File: src/rtl/gbn_pkg.sv
// shared types, constants and checksum helpers for the go-back-n endpoint
`timescale 1ns / 1ps
`default_nettype none
package gbn_pkg;

    // retransmission buffer depth as seen by the protocol
    localparam int BUF_DEPTH = 8;
    // at most this many packets are ever outstanding or resent in one run
    localparam int MAX_OUT   = (BUF_DEPTH < 8) ? BUF_DEPTH : 8;
    // the outstanding run is at most MAX_OUT consecutive sequence numbers, so the
    // low sequence bits address a power-of-two store without aliasing
    localparam int BUF_AW    = (MAX_OUT > 1) ? $clog2(MAX_OUT) : 1;
    localparam int RAM_DEPTH = 1 << BUF_AW;
    localparam int CNT_W     = 4;

    localparam int SEQ_W     = 24;
    localparam int CHK_W     = 16;
    localparam int S_DATA_W  = 224;
    localparam int M_DATA_W  = 232;

    localparam logic [SEQ_W-1:0] SEQ_MAX     = 24'hFF_FFFF;
    localparam logic [SEQ_W-1:0] NO_ACK      = 24'd999;
    localparam logic [SEQ_W-1:0] SEQ_START   = 24'd1;
    localparam logic [CNT_W-1:0] MAX_OUT_CNT = CNT_W'(MAX_OUT);
    localparam logic [3:0]       WIN_RESET   = 4'd8;
    localparam logic [15:0]      TMO_RESET   = 16'd30;

    typedef enum logic [1:0] {
        ACT_SEND = 2'd0,
        ACT_RECV = 2'd1,
        ACT_TICK = 2'd2
    } action_t;

    typedef enum logic [2:0] {
        KIND_TX      = 3'd0,
        KIND_RETX    = 3'd1,
        KIND_DELIVER = 3'd2,
        KIND_DROP    = 3'd3,
        KIND_CORRUPT = 3'd4,
        KIND_OOO     = 3'd5
    } kind_t;

    typedef enum logic [1:0] {
        ACKR_NONE  = 2'd0,
        ACKR_OK    = 2'd1,
        ACKR_STALE = 2'd2
    } ack_res_t;

    typedef enum logic [0:0] {
        REG_WINDOW_SIZE   = 1'b0,
        REG_TIMEOUT_TICKS = 1'b1
    } cfg_reg_t;

    typedef enum logic [1:0] {
        ST_IDLE,
        ST_EXEC,
        ST_RS_RD,
        ST_RS_OUT
    } state_t;

    // one buffered packet
    typedef struct packed {
        logic [31:0]      lo;
        logic [63:0]      mid;
        logic [63:0]      hi;
        logic [CHK_W-1:0] check;
        logic [SEQ_W-1:0] ack;
        logic [SEQ_W-1:0] seq;
    } buf_entry_t;

    // one result beat held in the output register
    typedef struct packed {
        kind_t            kind;
        ack_res_t         ack_res;
        logic             last;
        buf_entry_t       pkt;
    } out_beat_t;

    // sum of the ten 16-bit payload words
    function automatic logic [19:0] payload_sum(input logic [63:0] hi,
                                                input logic [63:0] mid,
                                                input logic [31:0] lo);
        logic [19:0] s;
        s = {4'b0, lo[15:0]} + {4'b0, lo[31:16]};
        for (int i = 0; i < 4; i++) begin
            s = s + {4'b0, hi[16*i +: 16]} + {4'b0, mid[16*i +: 16]};
        end
        return s;
    endfunction

    // end-around-carry fold to 16 bits, then complement
    function automatic logic [CHK_W-1:0] fold_check(input logic [25:0] s);
        logic [16:0] f1;
        logic [16:0] f2;
        f1 = {1'b0, s[15:0]} + {7'b0, s[25:16]};
        f2 = {1'b0, f1[15:0]} + {16'b0, f1[16]};
        return ~f2[15:0];
    endfunction

endpackage
`default_nettype wire

File: src/rtl/gbn_ram.sv
// simple dual-port ram with registered read for the retransmission buffer
`timescale 1ns / 1ps
`default_nettype none
module gbn_ram #(
    parameter int WIDTH = 8,
    parameter int DEPTH = 8
) (
    input  wire logic                      clk,
    input  wire logic                      we,
    input  wire logic [$clog2(DEPTH)-1:0]  waddr,
    input  wire logic [WIDTH-1:0]          wdata,
    input  wire logic                      re,
    input  wire logic [$clog2(DEPTH)-1:0]  raddr,
    output      logic [WIDTH-1:0]          rdata
);

    logic [WIDTH-1:0] mem [DEPTH];

    // write port
    always_ff @(posedge clk)
    begin
        if (we)
        begin
            mem[waddr] <= wdata;
        end
    end

    // read port, registered
    always_ff @(posedge clk)
    begin
        if (re)
        begin
            rdata <= mem[raddr];
        end
    end

endmodule
`default_nettype wire

File: src/rtl/go_back_n_endpoint_core.sv
// go-back-n endpoint with piggybacked acks: control, checksum and buffer
//
// input stream s_*: one beat per request; s_tuser carries the action
// (send, receive, tick), s_tdata the packet header and 20-byte payload.
// output stream m_*: result beats; m_tuser carries the result kind, m_tlast
// marks the final beat caused by one request.
// config port: cfg_we writes cfg_data into register cfg_index (0 window
// size, 1 timeout ticks); write only while the block is idle.
// timing: a beat is taken in the idle state and handled in the execute state
// once the output register is free; each result is held in the output register.
// a timeout resends up to 8 packets, each one read from the buffer ram in the
// read state and then sent from the output state.
// s_tready is low while an item or a resend run is in progress.
// stall: a result waits in the output register until m_tready; the next
// input beat is still taken, and is handled once the register frees up.
// reset: window base, next and expected sequence start at 1, timer stopped,
// window size 8, timeout 30; the buffer ram is not cleared and needs no pass.
`timescale 1ns / 1ps
`default_nettype none
module go_back_n_endpoint_core (
    input  wire logic                          clk,
    input  wire logic                          rst_n,
    // seq, ack, check, data_hi, data_mid, data_lo (lowest bit up)
    input  wire logic [gbn_pkg::S_DATA_W-1:0]  s_tdata,
    // action
    input  wire logic [1:0]                    s_tuser,
    input  wire logic                          s_tvalid,
    output      logic                          s_tready,
    // out_seq, out_ack, out_check, out_data_hi, out_data_mid, out_data_lo,
    // ack_result, zero fill (lowest bit up)
    output      logic [gbn_pkg::M_DATA_W-1:0]  m_tdata,
    // kind
    output      logic [2:0]                    m_tuser,
    output      logic                          m_tlast,
    output      logic                          m_tvalid,
    input  wire logic                          m_tready,
    input  wire logic                          cfg_we,
    input  wire logic [0:0]                    cfg_index,
    input  wire logic [15:0]                   cfg_data
);
    import gbn_pkg::*;

    state_t           state_reg, state_next;
    logic [3:0]       window_size_reg;
    logic [15:0]      timeout_reg;

    action_t          act_reg;
    logic [SEQ_W-1:0] in_seq_reg;
    logic [SEQ_W-1:0] in_ack_reg;
    logic [CHK_W-1:0] in_chk_reg;
    logic [63:0]      in_hi_reg;
    logic [63:0]      in_mid_reg;
    logic [31:0]      in_lo_reg;
    logic [19:0]      psum_reg;

    logic [SEQ_W-1:0] base_reg, base_next;
    logic [SEQ_W-1:0] next_seq_reg, next_seq_next;
    logic [SEQ_W-1:0] exp_seq_reg, exp_seq_next;
    logic             ack_pend_reg, ack_pend_next;
    logic [SEQ_W-1:0] ack_val_reg, ack_val_next;
    logic             tmr_run_reg, tmr_run_next;
    logic [15:0]      tmr_cnt_reg, tmr_cnt_next;
    logic [CNT_W-1:0] k_reg, k_next;
    logic [CNT_W-1:0] n_reg, n_next;
    logic             out_valid_reg, out_valid_next;
    out_beat_t        out_beat_reg, out_beat_next;

    logic             in_fire;
    logic             out_free;
    logic [SEQ_W-1:0] tx_ack;
    logic [SEQ_W-1:0] hdr_seq;
    logic [SEQ_W-1:0] hdr_ack;
    logic [CHK_W-1:0] hdr_chk;
    logic [25:0]      chk_sum;
    logic [CHK_W-1:0] chk_val;
    logic [3:0]       win_eff;
    logic             win_full;
    logic [SEQ_W-1:0] new_base;
    logic [15:0]      tmr_inc;
    logic [15:0]      tmr_limit;
    logic [SEQ_W-1:0] out_diff;
    logic [CNT_W-1:0] out_cnt;

    logic             ram_we;
    logic             ram_re;
    logic [BUF_AW-1:0] ram_raddr;
    buf_entry_t       ram_wdata;
    buf_entry_t       ram_rdata;

    assign in_fire  = s_tvalid && s_tready;
    assign s_tready = (state_reg == ST_IDLE);
    assign out_free = !out_valid_reg || m_tready;

    // output ports
    assign m_tvalid = out_valid_reg;
    assign m_tuser  = out_beat_reg.kind;
    assign m_tlast  = out_beat_reg.last;
    assign m_tdata  = {6'b0, out_beat_reg.ack_res, out_beat_reg.pkt};

    // configuration registers
    always_ff @(posedge clk or negedge rst_n)
    begin
        if (!rst_n)
        begin
            window_size_reg <= WIN_RESET;
            timeout_reg     <= TMO_RESET;
        end
        else if (cfg_we)
        begin
            unique case (cfg_reg_t'(cfg_index))
                REG_WINDOW_SIZE:   window_size_reg <= cfg_data[3:0];
                REG_TIMEOUT_TICKS: timeout_reg     <= cfg_data;
            endcase
        end
    end

    // input capture with payload word sum
    always_ff @(posedge clk)
    begin
        if (in_fire)
        begin
            act_reg    <= action_t'(s_tuser);
            in_seq_reg <= s_tdata[23:0];
            in_ack_reg <= s_tdata[47:24];
            in_chk_reg <= s_tdata[63:48];
            in_hi_reg  <= s_tdata[127:64];
            in_mid_reg <= s_tdata[191:128];
            in_lo_reg  <= s_tdata[223:192];
            psum_reg   <= payload_sum(s_tdata[127:64], s_tdata[191:128],
                                      s_tdata[223:192]);
        end
    end

    // header words feeding the checksum
    assign tx_ack  = ack_pend_reg ? ack_val_reg : NO_ACK;
    assign hdr_seq = (act_reg == ACT_SEND) ? next_seq_reg : in_seq_reg;
    assign hdr_ack = (act_reg == ACT_SEND) ? tx_ack : in_ack_reg;
    assign hdr_chk = (act_reg == ACT_SEND) ? '0 : in_chk_reg;
    assign chk_sum = {6'b0, psum_reg} + {2'b0, hdr_seq} + {2'b0, hdr_ack}
                   + {10'b0, hdr_chk};
    assign chk_val = fold_check(chk_sum);

    // window and timer arithmetic
    assign win_eff  = (window_size_reg > 4'(MAX_OUT)) ? 4'(MAX_OUT) : window_size_reg;
    assign win_full = (next_seq_reg == SEQ_MAX)
                   || ({1'b0, next_seq_reg} >= ({1'b0, base_reg} + {21'b0, win_eff}));
    assign new_base = (in_ack_reg == SEQ_MAX) ? SEQ_MAX : in_ack_reg + 24'd1;
    assign tmr_inc  = (tmr_cnt_reg != 16'hFFFF) ? tmr_cnt_reg + 16'd1 : tmr_cnt_reg;
    assign tmr_limit = (timeout_reg == '0) ? 16'd1 : timeout_reg;
    assign out_diff = (next_seq_reg > base_reg) ? next_seq_reg - base_reg : '0;
    assign out_cnt  = (out_diff > {20'b0, MAX_OUT_CNT}) ? MAX_OUT_CNT
                                                         : out_diff[CNT_W-1:0];

    // buffer ram ports
    assign ram_wdata.seq   = next_seq_reg;
    assign ram_wdata.ack   = tx_ack;
    assign ram_wdata.check = chk_val;
    assign ram_wdata.hi    = in_hi_reg;
    assign ram_wdata.mid   = in_mid_reg;
    assign ram_wdata.lo    = in_lo_reg;
    assign ram_re    = (state_reg == ST_RS_RD);
    assign ram_raddr = base_reg[BUF_AW-1:0] + k_reg[BUF_AW-1:0];

    gbn_ram #(
        .WIDTH ($bits(buf_entry_t)),
        .DEPTH (RAM_DEPTH)
    ) u_ram (
        .clk   (clk),
        .we    (ram_we),
        .waddr (next_seq_reg[BUF_AW-1:0]),
        .wdata (ram_wdata),
        .re    (ram_re),
        .raddr (ram_raddr),
        .rdata (ram_rdata)
    );

    // sequencer: next state, protocol state updates and result beats
    always_comb
    begin
        state_next     = state_reg;
        base_next      = base_reg;
        next_seq_next  = next_seq_reg;
        exp_seq_next   = exp_seq_reg;
        ack_pend_next  = ack_pend_reg;
        ack_val_next   = ack_val_reg;
        tmr_run_next   = tmr_run_reg;
        tmr_cnt_next   = tmr_cnt_reg;
        k_next         = k_reg;
        n_next         = n_reg;
        out_beat_next  = out_beat_reg;
        out_valid_next = out_valid_reg && !m_tready;
        ram_we         = 1'b0;

        unique case (state_reg)
            ST_IDLE:
            begin
                if (in_fire)
                begin
                    state_next = ST_EXEC;
                end
            end

            ST_EXEC:
            begin
                if (out_free)
                begin
                    state_next = ST_IDLE;
                    unique case (act_reg)
                        ACT_SEND:
                        begin
                            out_valid_next = 1'b1;
                            if (win_full)
                            begin
                                out_beat_next      = '0;
                                out_beat_next.kind = KIND_DROP;
                                out_beat_next.last = 1'b1;
                            end
                            else
                            begin
                                ram_we                = 1'b1;
                                out_beat_next.kind    = KIND_TX;
                                out_beat_next.ack_res = ACKR_NONE;
                                out_beat_next.last    = 1'b1;
                                out_beat_next.pkt     = ram_wdata;
                                ack_pend_next         = 1'b0;
                                if (base_reg == next_seq_reg && !tmr_run_reg)
                                begin
                                    tmr_run_next = 1'b1;
                                    tmr_cnt_next = '0;
                                end
                                next_seq_next = next_seq_reg + 24'd1;
                            end
                        end

                        ACT_RECV:
                        begin
                            out_valid_next          = 1'b1;
                            out_beat_next.last      = 1'b1;
                            out_beat_next.ack_res   = ACKR_NONE;
                            out_beat_next.pkt.seq   = in_seq_reg;
                            out_beat_next.pkt.ack   = in_ack_reg;
                            out_beat_next.pkt.check = in_chk_reg;
                            out_beat_next.pkt.hi    = in_hi_reg;
                            out_beat_next.pkt.mid   = in_mid_reg;
                            out_beat_next.pkt.lo    = in_lo_reg;
                            if (chk_val != '0)
                            begin
                                out_beat_next.kind = KIND_CORRUPT;
                            end
                            else
                            begin
                                if (in_seq_reg == exp_seq_reg)
                                begin
                                    out_beat_next.kind = KIND_DELIVER;
                                    ack_val_next       = exp_seq_reg;
                                    ack_pend_next      = 1'b1;
                                    if (exp_seq_reg != SEQ_MAX)
                                    begin
                                        exp_seq_next = exp_seq_reg + 24'd1;
                                    end
                                end
                                else
                                begin
                                    out_beat_next.kind = KIND_OOO;
                                end
                                // piggybacked ack slides the window
                                if (in_ack_reg != NO_ACK)
                                begin
                                    if (base_reg > in_ack_reg)
                                    begin
                                        out_beat_next.ack_res = ACKR_STALE;
                                    end
                                    else
                                    begin
                                        out_beat_next.ack_res = ACKR_OK;
                                        base_next             = new_base;
                                        if (new_base == next_seq_reg)
                                        begin
                                            tmr_run_next = 1'b0;
                                        end
                                        else
                                        begin
                                            tmr_run_next = 1'b1;
                                            tmr_cnt_next = '0;
                                        end
                                    end
                                end
                            end
                        end

                        ACT_TICK:
                        begin
                            if (tmr_run_reg)
                            begin
                                tmr_cnt_next = tmr_inc;
                                if (tmr_inc >= tmr_limit)
                                begin
                                    tmr_cnt_next = '0;
                                    k_next       = '0;
                                    n_next       = out_cnt;
                                    if (out_cnt != '0)
                                    begin
                                        state_next = ST_RS_RD;
                                    end
                                end
                            end
                        end

                        default:
                        begin
                            state_next = ST_IDLE;
                        end
                    endcase
                end
            end

            ST_RS_RD:
            begin
                state_next = ST_RS_OUT;
            end

            ST_RS_OUT:
            begin
                if (out_free)
                begin
                    out_valid_next        = 1'b1;
                    out_beat_next.kind    = KIND_RETX;
                    out_beat_next.ack_res = ACKR_NONE;
                    out_beat_next.pkt     = ram_rdata;
                    out_beat_next.last    = ((k_reg + 4'd1) == n_reg);
                    k_next                = k_reg + 4'd1;
                    state_next = ((k_reg + 4'd1) == n_reg) ? ST_IDLE : ST_RS_RD;
                end
            end
        endcase
    end

    // control registers
    always_ff @(posedge clk or negedge rst_n)
    begin
        if (!rst_n)
        begin
            state_reg     <= ST_IDLE;
            base_reg      <= SEQ_START;
            next_seq_reg  <= SEQ_START;
            exp_seq_reg   <= SEQ_START;
            ack_pend_reg  <= 1'b0;
            ack_val_reg   <= '0;
            tmr_run_reg   <= 1'b0;
            tmr_cnt_reg   <= '0;
            k_reg         <= '0;
            n_reg         <= '0;
            out_valid_reg <= 1'b0;
        end
        else
        begin
            state_reg     <= state_next;
            base_reg      <= base_next;
            next_seq_reg  <= next_seq_next;
            exp_seq_reg   <= exp_seq_next;
            ack_pend_reg  <= ack_pend_next;
            ack_val_reg   <= ack_val_next;
            tmr_run_reg   <= tmr_run_next;
            tmr_cnt_reg   <= tmr_cnt_next;
            k_reg         <= k_next;
            n_reg         <= n_next;
            out_valid_reg <= out_valid_next;
        end
    end

    // output payload register
    always_ff @(posedge clk)
    begin
        out_beat_reg <= out_beat_next;
    end

endmodule
`default_nettype wire

File: config.mk
export PLATFORM = sky130hd
export DESIGN_NAME = go_back_n_endpoint_core
export DESIGN_NICKNAME = d
export VERILOG_FILES = /design/src/rtl/gbn_pkg.sv /design/src/rtl/gbn_ram.sv /design/src/rtl/go_back_n_endpoint_core.sv
export SDC_FILE = /design/constraint.sdc
export NUM_CORES = 2
export LEC_CHECK = 0
export BUFFER_PORTS_ARGS = -buffer_cell sky130_fd_sc_hd__buf_2
export CORE_MARGIN = 2
export CORE_UTILIZATION = 62
export CTS_CLUSTER_DIAMETER = 200
export DETAILED_ROUTE_END_ITERATION = 16
export GPL_TIMING_DRIVEN = 0
export PLACE_DENSITY_LB_ADDON = 0.1
export SLEW_MARGIN = 20
export SYNTH_ARGS = -nofsm -noshare
export SYNTH_HDL_FRONTEND = slang
export SYNTH_SLANG_ARGS = --single-unit
File: constraint.sdc
create_clock -name clk -period 79.5 [get_ports clk]
set_input_delay 7.95 -clock clk [delete_from_list [all_inputs] [get_ports clk]]
set_output_delay 7.95 -clock clk [all_outputs]
set_load 0.05 [all_outputs]
==> reports/metrics.yaml <==
synth_warnings: 0
top_register: "u_ram.mem"
worstPathMaxFanout: 10
die_y_um: 426
leakage_nw: 45.1
die_w_um: 426
cp_top_family: "compound AO/OA/AOI/OAI gates"
finalHoldViolations: 0
syn-mean-instance-area_sq_um: 18.3
first_global_vias: 62111
synth_top_area_cell: "edfxtp_1"
setup_violations: 0
hp-class: "reg -> reg"
drive_gt1_frac: 0.266
crit_path_end_kind: "register"
critPathKind: "reg -> reg"
grt_pass1_wl_um: 435000
post_drt_wl_per_cell_um: 31.8
cts_buffers: 277
grt_max_degree: 94
die_area_sq_um: 181000
worst_pin_slew_ns: 1.19
drtAntennaViolNets: 0
peakVddDrop_mv: 0.140
yosysSeqAreaShare: 0.712
vias: 62036
overflow: 0
finalSetupTns_ns: 0
dp_cells: 9122
power_frac_comb: 0.431
power_switching_mw: 2.23
fin_cells: 9601
ys_ff_latch: 2637
htreeDepth: 5
maxCapViolations: 0
power_mw: 5.84
cp_data_arrival_time_ns: 14.07
cts_root_buf: "clkbuf_16"
cts_sinks: 2637
fin_skew_ns: 0.0566
fin_nets: 7649
postRouteWirelength_um: 305000
fmax_mhz: 75.3
cp_data_required_time_ns: 80.29
viasPerCell: 6.46
ys.flop_type: "edfxtp_1"
crit_path_start_kind: "register"
largest_register_ffs: 1792
gp_congestion: 0.979
r2r_end: "base_reg[9]"
pre_cts_ws_ns: 65.52
antenna_found_initial: 25
cp-endpoint: "base_reg[9]"
max_slew_margin: 0.205
worst-path-buf-inv: 7
ios: 486
crit_path_frequent_cell: "clkbuf_1"
swShare: 0.382
hpwl_um: 219000
synth_cell_types: 92
holdBufCountCts: 0
startpoint: "act_reg[1]"
period_needed_ns: 13.28
worst-path-stages: 42
post_cts_resized: 0
port_buffers: 479
synth.cell_area_sq_um: 110000
synth_top_cell_area_share: 0.679
initial_utilization: 0.625
synthCells: 6024
postCtsSetupRepairBufs: 0
layout_commonest_cell: "edfxtp_1"
firstDrtPassIters: 6
core_sq_um: 176000
rsz0062_at_grt: "no"
cts_buffer_depth: 4
synth_edf_count: 2492
reg2regPathDepth: 42
power.density_nw_per_um2: 45.8
pwr-share-clk: 0.209
finish.utilization: 0.723
row_count: 154
cp_slowest_cell: "a221oi_1"
clk-insertion-delay-late_ns: 0.93
finalCritPeriodShare: 0.167
synth_area_leaders: "edfxtp_1 (68%), mux4_2 (9.2%), dfrtp_1 (3.1%)"
async_reset_ff_frac: 0.0550
drtIter0Drc: 7525
fin_ws_ns: 66.22
outcome: "completed"
layout_common_cells: "edfxtp_1 (2492), buf_2 (524), mux4_2 (449), inv_1 (297), clkbuf_16 (282)"
cts_tree: "yes"
grtUsageTotal: 0.342
r2r_start: "act_reg[1]"
syn_to_final_growth_pct: 15.6
p_int_mw: 3.61
slowest_delay_ns: 0.90
drc: 0
drv_slew: 0
clk_pin_slew_ns: 0.06
pwr-share-seq: 0.360
r2r_slack_ns: 66.22
==> worst reg2reg max path: cells and delay by family (launching register included) <==
family,cells,cell delay (ns)
AOI/OAI and AO/OA,15,4.55
xor gates and xnor gates,1,0.09
adders and majority gates,7,2.40
buffers and inverters,7,2.77
DFF,1,0.32
and+or+nand+nor,12,3.01
==> power by group through the flow <==
stage                     Clock [mW]  Sequential, mW  Combinational (mW)
after floorplan                    0            2.27                1.61
after global placement             0            2.23                2.39
after detailed placement           0            2.13                2.49
after CTS                       1.23            2.10                2.51
after global routing            1.29            2.11                2.72
final                           1.22            2.10                2.52
==> stage by stage <==
step / area (sq um) / hold WS [ns]
6_report: 127000 / 0.492
5_1_grt: 127000 / 0.513
3_3_place_gp: 116000 / 0.465
4_1_cts: 127000 / 0.495
3_5_place_dp: 119000 / 0.481
2_1_floorplan: 110000 / 0.441
==> worst min-delay path by stage <==
stage               slack, ns             from              end  depth (start not counted)
finish                   0.49  ack_val_reg[11]  ack_val_reg[11]                          2
global route             0.51   ack_val_reg[6]   ack_val_reg[6]                          2
CTS                      0.50  ack_val_reg[11]  ack_val_reg[11]                          2
detailed placement       0.48  ack_val_reg[11]  ack_val_reg[11]                          2
global placement         0.47   ack_val_reg[6]   ack_val_reg[6]                          2
floorplan                0.44   ack_val_reg[6]   ack_val_reg[6]                          2
==> synthesized netlist by cell type, drive strengths merged, types with 48 or more instances <==
library cell,count
edfxtp,2492
mux4,449
inv,297
nand2,280
mux2,272
clkbuf,222
nor2,177
ha,174
fa,166
a22o,161
a21oi,137
dfrtp,137
xnor2,124
o21ai,117
nand3,92
nor3,80
xor2,77
nand4,52
buf,50
a21o,49
a31oi,48
==> routing by layer <==
layer / GRT usage / up-vias / part of all wire / routed length (um)
li1: - / 25794 / - / -
met1: 0.456 / 32100 / 0.37 / 113000
met2: 0.537 / 3429 / 0.48 / 147000
met3: 0.0556 / 707 / 0.082 / 25200
met4: 0.205 / 6 / 0.067 / 20600
met5: 0 / - / 0.00010 / 31
==> area by class of cell <==
class | count | area, sq um
Clock inverter | 118 | 1010
Clock buffer | 346 | 7350
Tap cell | 2340 | 2930
Timing Repair Buffer | 753 | 5750
Inverter | 297 | 1110
Antenna cell | 15 | 37.5
Multi-Input combinational cell | 2823 | 29700
Buffer | 272 | 1080
Sequential cell | 2637 | 78500
Fill cell | 10680 | 48900
==> cells by family after synthesis <==
logic type	share of synthesized area
AO/OA/AOI/OAI	0.0412
XOR/XNOR	0.0160
adder cells (fa/ha/maj)	0.0499
buffers and inverters	0.0197
flip-flops	0.712
multiplexers	0.121
other	0.0000340
AND/OR/NAND/NOR	0.0404
No activity file was read; power rests on OpenSTA's default activity.
